$ cat src/sv/bba_bitmap_mem.sv
module bba_bitmap_mem #(
    parameter int unsigned DEPTH     = 128,
    parameter int unsigned AW        = 7,
    parameter int unsigned WORD_BITS = 32
) (
    input  logic                 clk,
    input  logic                 rd_en,
    input  logic [AW-1:0]        rd_addr,
    output logic [WORD_BITS-1:0] rd_data,
    input  logic                 wr_en,
    input  logic [AW-1:0]        wr_addr,
    input  logic [WORD_BITS-1:0] wr_data
);

    logic [WORD_BITS-1:0] mem [DEPTH];

    always_ff @(posedge clk)
    begin
        if (wr_en)
        begin
            mem[wr_addr] <= wr_data;
        end
    end

    always_ff @(posedge clk)
    begin
        if (rd_en)
        begin
            rd_data <= mem[rd_addr];
        end
    end

endmodule

$ cat config.mk
export PLATFORM = sky130hd
export DESIGN_NAME = bba_bitmap_mem
export DESIGN_NICKNAME = d
export VERILOG_FILES = /design/src/sv/bba_bitmap_mem.sv
export SDC_FILE = /design/constraint.sdc
export NUM_CORES = 2
export LEC_CHECK = 0
export BUFFER_PORTS_ARGS = -buffer_cell sky130_fd_sc_hd__buf_4
export CAP_MARGIN = 20
export CORE_UTILIZATION = 45
export CTS_CLUSTER_SIZE = 14
export DETAILED_ROUTE_END_ITERATION = 8
export PLACE_DENSITY_LB_ADDON = 0.2
export REMOVE_ABC_BUFFERS = 1
export SLEW_MARGIN = 20
export SYNTH_ARGS = -nofsm -noshare
export SYNTH_HDL_FRONTEND = slang
export SYNTH_SLANG_ARGS = --single-unit
$ cat constraint.sdc
create_clock -name clk -period 7.7 [get_ports clk]
set_clock_uncertainty 0.05 [all_clocks]
set_input_delay 0.77 -clock clk [delete_from_list [all_inputs] [get_ports clk]]
set_output_delay 0.77 -clock clk [all_outputs]
set_load 0.005 [all_outputs]
Word-level counts from Yosys, hierarchy flattened
Memories as Yosys holds them, arrays and structs flattened. A register that Yosys moved wholly into a read port is not among the register bits.
Cells that the tools add are included.
- $add $sub $neg: 0
- multiply operators: 0
- divide/modulo/power cells: 0
- magnitude comparators: 0
- equality and inequality tests: 0
- shifts and indexed selects: 0
- muxes and demuxes: 2
- bitwise gates (word level): 0
- reductions and logical operators: 0
- operators by type and width (kind ; number):
    two-way mux 1 bit ; 2
- register bits after elaboration: 0
- latch bits: 0
- bits in writable memories: 4096
- memory bits (read-only): 0
- input port bits: 49
- output and inout bits: 32
- word-level logic and storage cells: 3
- memories: 1
- memories (memory ; words ; bits a word ; read ports ; clocked after Yosys merged registers in ; wr ports ; RTL line ; source):
    mem ; 128 ; 32 ; 1 ; 1 ; 1 ; 15 ; logic [WORD_BITS-1:0] mem [DEPTH];

Logic depth before layout (Yosys ltp)
- depth after elaboration: 2
- gate-level depth with buffers: 8
- gate-level depth less buffers: 4

Worst setup path after synthesis
No wires, ideal clock.
- kind: input -> register
- from: input port wr_en
- to: memory mem[98][0], enable pin
- setup time: 0.461 ns
- data arrival time: 3.548 ns
- data required time: 7.189 ns
- slack: 3.641 ns
- stages on the path: 3
- buffers on the path: 1
- cells stage by stage: clkbuf_1 -> nand4_1 -> nor3_1
- cells in the longest elaborated chain, start to end: 2
- ends and longest elaborated chain (what ; RTL line ; source):
    from (decl) ; 10 ; input logic wr_en,
    two-way mux 1 bit ; 19 ; if (wr_en)
    two-way mux 1 bit (not written as such) ; 21 ; mem[wr_addr] <= wr_data;
    to (decl) ; 15 ;
Every way passes these cells.

==> run metrics <==
cts-stage hold buffer count 0; reg-to-reg critical path startpoint mem[114][15]; #FFs+latches synth 4128; Slew headroom 22.3%; final hold vios 0; hold slack 0.184 ns; PostCTS Resize Cnt 0; share of the synthesized area in the top cell type 79.2%; vias in the first global route 71500; pin count of the biggest net entering global routing 109; Starting Density 45.2%; Tcrit/Tclk final 50.7%; Sink Count 4128; DR WL/cell 37.5 um; CP Capture Type register; core area 346000 sq um; Post-Syn Instances 5990; layout cells sized above 1 35.4%; root buffer cell clkbuf_16; Vias 70900; Setup-failing EPs final 0; post-synthesis average cell area 26.1 sq um; worst endpoint data arrival time 4.53 ns; Post-layout nets 6441; final wirelength 425000 um; Die Ht 592 um; largest area contributor in the netlist edfxtp_1; remaining antenna violation count 0; Critical Path Start rd_addr[2]; fin cells 11300; most frequent cells in the layout 4128 x edfxtp_1, 1344 x mux4_2, 410 x clkbuf_16, 282 x buf_4, 119 x nor2_4; HPWL after DPL 224000 um; Die ar. 350000 sq um; commonest non-fill, non-tap cell in the layout edfxtp_1; setup tns final 0 ns; Synth-to-Final Area Change 13.5%; status complete, no violations; initial antenna violation count 61; port bufs 80; Site Rows 216; Max FO, Critical Path 65; CTS Buf Count 403; clock buffer depth 4; Clock Latency Late Sink 0.96 ns; CP Launch Type input port; total gr overflow 0; RSZ-0062 raised after global routing false; global-route wire length before repair 583000 um; critical setup path kind input port to register; largest cells by area after synthesis edfxtp_1 79%, mux4_2 19%, clkbuf_1 0.44%; Max Cap Violations 0; Placed Instances 10600; CTS tree done; Worst VDD drop 0.000181 V; Post-route DRC 0; total track usage 24.4%; Synth warnings 0; worst min path class input port to register; HP Start wr_data[5]; sequential-to-total area share from yosys stat 79.2%; Period minus WS final 3.90 ns; DR pass1 iterations 5; Pleak 54.0 nW; postcts setup bufs 0; final core utilization 51.3%; f_max 0.256 GHz; mapped cell area 157000 sq um; Final Slew Violations 0; Clock Pin Slew Worst Setup and Hold Paths 0.06 ns; # IOs 81; Die W 592 um; H-tree depth 5; post-synth cell types 16; Placer Congestion 0.791; Least-Margin Pin Slew 1.17 ns; DRT iter0 DRCs 9634; Avg Vias per Cell 6.25; Pwr Density 263 nW/um^2; Data required, critical path 8.33 ns
[power breakdown]
group	switching [mW]	internal, mW
Combinational	1.46	0.899
Clock	8.34	11.1
Sequential	0.0599	24.8
[cell type report]
type / instances / area (sq um)
Multi-Input combinational cell: 1546 / 32300
Sequential cell: 4128 / 124000
Clock buffer: 489 / 10600
Fill cell: 26200 / 169000
Antenna cell: 40 / 100
Timing Repair Buffer: 313 / 2710
Clock inverter: 251 / 2340
Tap cell: 4578 / 5730
[routing by layer]
| metal | up-vias | GRT usage, % | wire length [um] |
|---|---|---|---|
| li1 | 27300 | - | - |
| met1 | 39600 | 34.2 | 167000 |
| met2 | 3405 | 38.6 | 206000 |
| met3 | 529 | 5.83 | 42000 |
| met4 | 22 | 6.48 | 9910 |
| met5 | - | 0 | 150 |
[state kept, by name, summed over array words and instances (netlist names)]
signal   cells
rd_data     32
mem       4096
[path summary, 6_finish.rpt]
path	end	slack [ns]	cells after the start
min reg2reg	rd_data[0]	1.16	4
max	rd_data[15]	3.80	6
max reg2reg	rd_data[15]	4.76	4
min	mem[79][5]	0.18	1
[synth_stat cells]
cell and n:
buf_2 79, clkbuf_1 182, buf_4 3, nor2b_1 7
mux4_2 1344, mux2_2 32, nand4_1 3, nand2b_1 2
or3_1 1, nor3_1 9, nand2_1 14, edfxtp_1 4128
buf_6 2, nand3_1 12, nor2_1 122, buf_1 50
[kinds of logic (layout without fill, tap and decap cells)]
| group | Yosys count | count (layout) | synth area share [%] |
|---|---|---|---|
| other | 0 | 40 | 0 |
| buffers and inverters | 316 | 1053 | 0.837 |
| multiplexers | 1376 | 1376 | 19.6 |
| flip-flops | 4128 | 4128 | 79.2 |
| AND/OR/NAND/NOR | 170 | 170 | 0.445 |
[critical path, stage by stage]
cell and delay (ns):
buf_8 0.55, buf_4 0.67, mux4_2 0.41, mux4_2 0.65, mux4_2 0.74, mux2_2 0.37
[through the flow]
stage,worst slack [ns],instance area [sq um],power (mW)
finish,3.80,178000,46.7
global route,3.66,178000,47.9
CTS,3.79,178000,47.0
detailed placement,2.75,165000,27.8
global placement,2.77,165000,27.7
floorplan,3.67,155000,26.3
Note: power is estimated with default switching activity, not from simulation.
