==> src/sv/bba_word_scan.sv <==
module bba_word_scan #(
    parameter int unsigned WORD_BITS = 32,
    parameter int unsigned OFF_W     = 5
) (
    input  logic [WORD_BITS-1:0] word,
    input  logic [OFF_W-1:0]     lo,
    input  logic [OFF_W-1:0]     hi,
    input  logic                 hi_full,
    output logic                 found,
    output logic [OFF_W-1:0]     idx
);

    logic [WORD_BITS-1:0] cand;

    // Candidate bits: clear, at or above lo, and below hi unless the word is fully in range
    always_comb
    begin
        for (int i = 0; i < WORD_BITS; i++)
        begin
            cand[i] = !word[i] && (OFF_W'(i) >= lo) && (hi_full || (OFF_W'(i) < hi));
        end
    end

    // Lowest candidate wins
    always_comb
    begin
        idx = '0;
        for (int i = WORD_BITS - 1; i >= 0; i--)
        begin
            if (cand[i])
            begin
                idx = OFF_W'(i);
            end
        end
        found = |cand;
    end

endmodule

==> config.mk <==
export PLATFORM = sky130hd
export DESIGN_NAME = bba_word_scan
export DESIGN_NICKNAME = d
export VERILOG_FILES = /design/src/sv/bba_word_scan.sv
export SDC_FILE = /design/constraint.sdc
export NUM_CORES = 1
export LEC_CHECK = 0
export BUFFER_PORTS_ARGS = -buffer_cell sky130_fd_sc_hd__buf_2
export CAP_MARGIN = 5
export CORE_MARGIN = 2
export CORE_UTILIZATION = 45
export DETAILED_ROUTE_END_ITERATION = 8
export PLACE_DENSITY = 0.75
export SETUP_SLACK_MARGIN = 0.5
export SLEW_MARGIN = 10
export SYNTH_ARGS = -nofsm -noshare
export SYNTH_HDL_FRONTEND = slang
export SYNTH_SLANG_ARGS = --single-unit
==> constraint.sdc <==
create_clock -name vclk -period 2
set_input_delay 0.1 -clock vclk [all_inputs]
set_output_delay 0.1 -clock vclk [all_outputs]
set_load 0.005 [all_outputs]
==> results_tabular.tex, run 1 <==
\begin{tabular}{lr}
\hline
Metric & Value \\
\hline
\multicolumn{2}{l}{\textbf{Run status}} \\
Result of the run & stopped before the end \\
Stage where the flow stopped & global routing (5\_1\_grt) \\
First error in the log & [ERROR DPL-0038] Utilization greater than 100\%, impossible to legalize \\
\multicolumn{2}{l}{\textbf{STA}} \\
Type of pin the worst path ends at & top-level output \\
Last worst endpoint in the global-route repair\_timing & found \\
\multicolumn{2}{l}{\textbf{Floorplanning}} \\
Number of core rows & 18 \\
Num ports & just under 50 \\
Die width & approximately 56 um \\
Effective utilization at floorplan & 48.0\% \\
Die boundary height & around 56 um \\
\multicolumn{2}{l}{\textbf{Logic synthesis}} \\
Synth top area share & 7.50\% \\
Number of library cell types mapped by synthesis & 50 \\
Cell types occupying the most area after synthesis & sky130\_fd\_sc\_hd\_\_a211oi\_1, sky130\_fd\_sc\_hd\_\_a21oi\_1, sky130\_fd\_sc\_hd\_\_o21a\_1, sky130\_fd\_sc\_hd\_\_nor2\_1, sky130\_fd\_sc\_hd\_\_o21ai\_0 \\
Library cell occupying the most area in the post-synthesis netlist & sky130\_fd\_sc\_hd\_\_a211oi\_1 \\
Fraction of the mapped netlist area in simple logic gates & about a third \\
Post-Synth XOR/XNOR Area & 0\% \\
Count of warnings emitted by yosys & 0 \\
Share of cell area taken by muxes after synthesis & 0\% \\
Mapped Avg Cell Area & 6.49 um2 \\
Dominant combinational cell family by area after synthesis & compound AO/OA/AOI/OAI gates \\
Mapped Area & $\sim$0.0012 mm2 \\
Post-Synthesis Cells & 185 \\
Proportion of synthesized chip area in sequential cells & 0\% \\
Post-Synthesis Net Count & 228 \\
Synth Area in Adders & 0\% \\
Area fraction in compound gates after synthesis & about three fifths \\
\multicolumn{2}{l}{\textbf{Placed design}} \\
Post-DP HPWL & around 4300 um \\
IO Port Bufs & 49 \\
Routability-driven placement congestion ratio & 0.966 \\
\multicolumn{2}{l}{\textbf{Global routing}} \\
Pin count of the biggest net entering global routing & 15 \\
\hline
\end{tabular}
synthesized netlist by cell type (all sizes together) (4+ instances only):
cell type / n
a21oi: 13
a221o: 5
clkbuf: 4
o21a: 8
or3: 9
a211oi: 12
a221oi: 6
buf: 11
a2111oi: 6
nor2: 15
o31ai: 4
a21o: 6
o21ai: 13
nand2: 13
nor3: 8
and2: 4
repair_timing:
item	in CTS
setup buffers	12
hold buffers	0
pin swaps	13
resized for setup	48
setup endpoints to repair	6
kinds of logic after synthesis:
family                 after synthesis
AOI/OAI and AO/OA                   95
and+or+nand+nor                     72
buffers and inverters               18
per-stage QoR:
step                cells  utilization (%)  cell area [um2]  worst slack (ns)
floorplan             185                -             1240             0.127
global placement      317             79.0             1970            -0.231
detailed placement    317             79.0             1970            -0.291
CTS                   329             90.9             2270            -0.159
==> run 2: changes to the inputs <==
--- a/config.mk
+++ b/config.mk
@@ -8,10 +8,9 @@
 export BUFFER_PORTS_ARGS = -buffer_cell sky130_fd_sc_hd__buf_2
 export CAP_MARGIN = 5
 export CORE_MARGIN = 2
-export CORE_UTILIZATION = 45
+export CORE_UTILIZATION = 30
 export DETAILED_ROUTE_END_ITERATION = 8
-export PLACE_DENSITY = 0.75
-export SETUP_SLACK_MARGIN = 0.5
+export PLACE_DENSITY_LB_ADDON = 0.15
 export SLEW_MARGIN = 10
 export SYNTH_ARGS = -nofsm -noshare
 export SYNTH_HDL_FRONTEND = slang
==> run 2 against run 1 <==
Effect of this change: area after synthesis did not move; the flow now finishes, with violations (setup timing); synthesized cell count did not move.
==> results_tabular.tex, run 2 <==
\begin{tabular}{lr}
\hline
Metric & Value \\
\hline
\multicolumn{2}{l}{\textbf{Run status}} \\
Result of the run & finished with violations \\
Failing checks & setup timing \\
\multicolumn{2}{l}{\textbf{Logic synthesis}} \\
Cell with the most instances after synthesis & sky130\_fd\_sc\_hd\_\_nor2\_1 \\
Library cell occupying the most area in the post-synthesis netlist & sky130\_fd\_sc\_hd\_\_a211oi\_1 \\
Post-Synthesis Cells & 185 (unchanged) \\
Count of warnings emitted by yosys & 0 (unchanged) \\
Synth top area share & 7.50\% (unchanged) \\
Post-Synthesis Net Count & 228 (unchanged) \\
Proportion of synthesized chip area in sequential cells & 0\% (unchanged) \\
Top cells by instance count after synthesis & sky130\_fd\_sc\_hd\_\_nor2\_1, sky130\_fd\_sc\_hd\_\_nand2\_1, sky130\_fd\_sc\_hd\_\_a211oi\_1, sky130\_fd\_sc\_hd\_\_a21oi\_1, sky130\_fd\_sc\_hd\_\_o21ai\_0 \\
Mapped Avg Cell Area & 6.49 um2 (unchanged) \\
Cell types occupying the most area after synthesis & sky130\_fd\_sc\_hd\_\_a211oi\_1, sky130\_fd\_sc\_hd\_\_a21oi\_1, sky130\_fd\_sc\_hd\_\_o21a\_1, sky130\_fd\_sc\_hd\_\_nor2\_1, sky130\_fd\_sc\_hd\_\_o21ai\_0 \\
Number of library cell types mapped by synthesis & 50 (unchanged) \\
Mapped Area & 0.00120 mm2 (unchanged) \\
\multicolumn{2}{l}{\textbf{STA}} \\
Highest Clock Rate & 441 MHz \\
Worst slack on hold paths & between 0.8 and 0.9 ns \\
Unrepaired setup endpoints after global routing & yes \\
Final-layout setup total negative slack & -0.716 ns \\
Actual transition at the worst max-transition pin & roughly 0.42 ns \\
Final Max Tran Viols & 0 \\
Minimum setup slack in the final design & -0.267 ns \\
Endpoints failing setup & 6 \\
Part of the cycle the worst path needs & 113\% \\
Final Hold Violating Endpoints & 0 \\
Headroom to the max-slew limit & around 70\% \\
Minimum period implied by the final worst setup slack & 2.27 ns \\
\multicolumn{2}{l}{\textbf{Routing}} \\
DRC violation total after the first TritonRoute iteration & 118 \\
Sum of routed wire length over all layers & 5640 um \\
Number of nets with antenna violations after routing & 0 \\
DR vias/cell & about 5.8 \\
Count of unresolved DRC violations after routing & 0 \\
First-pass detailed-route iteration total & 4 \\
Routed length per instance & 16.6 um \\
Number of vias after detailed routing & around 2,000 \\
\multicolumn{2}{l}{\textbf{Floorplanning}} \\
Die width & 67.3 um (+21\%) \\
Number of core rows & 22 (+4) \\
Placeable core region & between 0.003 and 0.004 mm2 \\
Num ports & 49 (unchanged) \\
Die boundary height & 67.3 um (+21\%) \\
Floorplan die area & 0.00453 mm2 \\
Effective utilization at floorplan & 32.1\% (-16 points) \\
\multicolumn{2}{l}{\textbf{Placed design}} \\
Dpl ws & -0.246 ns (+0.0449 ns) \\
Placed Area & 0.00196 mm2 (-0.63\%) \\
Routability-driven placement congestion ratio & 0.961 (-0.48\%) \\
Post-placement cell count & 335 (+5.7\%) \\
IO Port Bufs & 49 (unchanged) \\
Post-DP HPWL & 4460 um (+2.8\%) \\
\multicolumn{2}{l}{\textbf{Cells and area}} \\
Layout cells sized above 1 & approximately 56\% \\
Core occupancy in the finished layout & between 50 and 60\% \\
Final Cell Area & roughly 0.0022 mm2 \\
Register area & 0 um2 \\
Most frequent cells in the layout & sky130\_fd\_sc\_hd\_\_buf\_4, sky130\_fd\_sc\_hd\_\_buf\_2, sky130\_fd\_sc\_hd\_\_nor2\_1 \\
Number of inserted diodes & 0 \\
Synth-to-Final Area Change & 86.4\% \\
Seq Cell Count & 0 \\
Most common library cell in the layout ignoring fill and taps & sky130\_fd\_sc\_hd\_\_buf\_4 \\
Number of nets in the layout & $\sim$340 \\
Finished Layout Cells & between 300 and 400 \\
Clock buffer count in the final layout & 0 \\
\multicolumn{2}{l}{\textbf{Power and ir drop}} \\
Relative contribution of the clock network to total power & 0\% \\
Net switching power of the design & approximately 0.28 mW \\
Gate power share & 100.0\% \\
Switching share of power & roughly 49\% \\
Power per unit of standard cell area & $\sim$250 mW/mm2 \\
Static leakage & 0.954 nW \\
PnR Total Power & about 0.56 mW \\
Internal power summed over all cells & 0.286 mW \\
Largest voltage drop on the vdd net & between 0.1 and 0.15 mV \\
Sequential share of power & 0\% \\
\multicolumn{2}{l}{\textbf{Job}} \\
Number of maximum-capacitance violations & 0 \\
\multicolumn{2}{l}{\textbf{Setup path}} \\
Arrival @ worst endpoint & 2.17 ns \\
Type of the worst setup path & primary input to output port \\
Crit path max fanout & 4 \\
Endpoint kind of the worst setup timing path & output port \\
CP Data Required Time & 1.90 ns \\
Startpoint Class & primary input \\
\multicolumn{2}{l}{\textbf{Global routing}} \\
Initial antenna violation count & 0 \\
Wire length of the first global-routing pass & 9140 um \\
All-Layer GR Usage & between 20\% and 30\% \\
Remaining global-route overflow & 0 \\
Pin count of the biggest net entering global routing & 14 \\
Number of global-route vias before repair & 1,858 \\
\multicolumn{2}{l}{\textbf{Min path}} \\
Classification of the worst-slack hold path & primary input to output port \\
\hline
\end{tabular}
## run 2: timing repair
| item | in CTS | in global routing |
|---|---|---|
| gates resized for setup | 22 | 36 |
| endpoints found under the setup margin | 6 | 6 |
| setup buffers | 0 | 4 |
| pin swaps | 2 | 14 |
| hold buffers | 0 | 0 |
## run 2: cells by family after synthesis
family / after synthesis / synth area share [%]
AO/OA/AOI/OAI: 95 / 59.9
buffers and inverters: 18 / 6.56
AND/OR/NAND/NOR: 72 / 33.5
## run 2: final timing paths
path | startpoint | endpoint | slack (ns) | depth (start not counted)
setup / recovery | hi[3] | found | -0.27 | 8
hold / removal | word[12] | idx[0] | 0.84 | 6
## run 2: layout make-up
type / count / area, um2
Fill cell: 379 / 1510
Inverter: 3 / 12.5
Multi-Input combinational cell: 167 / 1330
Tap cell: 48 / 60.1
Timing Repair Buffer: 121 / 840
## run 2: power groups by stage
stage / Combinational, mW / Clock [mW] / Sequential [mW]
after global routing: 0.610 / 0 / 0
final: 0.562 / 0 / 0
after global placement: 0.475 / 0 / 0
after floorplan: 0.237 / 0 / 0
after detailed placement: 0.476 / 0 / 0
after CTS: 0.503 / 0 / 0
## run 2: layer usage
layer	routed length, um	vias to the layer above	part of all wire (%)	track usage, %
li1	-	974	-	-
met1	2720	937	48	37.7
met2	2630	56	47	44.7
met3	232	6	4.1	0.167
met4	67	0	1.2	2.30
met5	0	-	0	0
## run 2: worst max-delay path: stages
cell and delay [ns]:
sky130_fd_sc_hd__buf_8 0.11, sky130_fd_sc_hd__or3_4 0.41, sky130_fd_sc_hd__nand2b_4 0.08, sky130_fd_sc_hd__a21oi_2 0.06, sky130_fd_sc_hd__or3_4 0.39, sky130_fd_sc_hd__or3_4 0.40, sky130_fd_sc_hd__or4_1 0.49, sky130_fd_sc_hd__buf_2 0.14
Note: power is estimated with default switching activity, not from simulation.
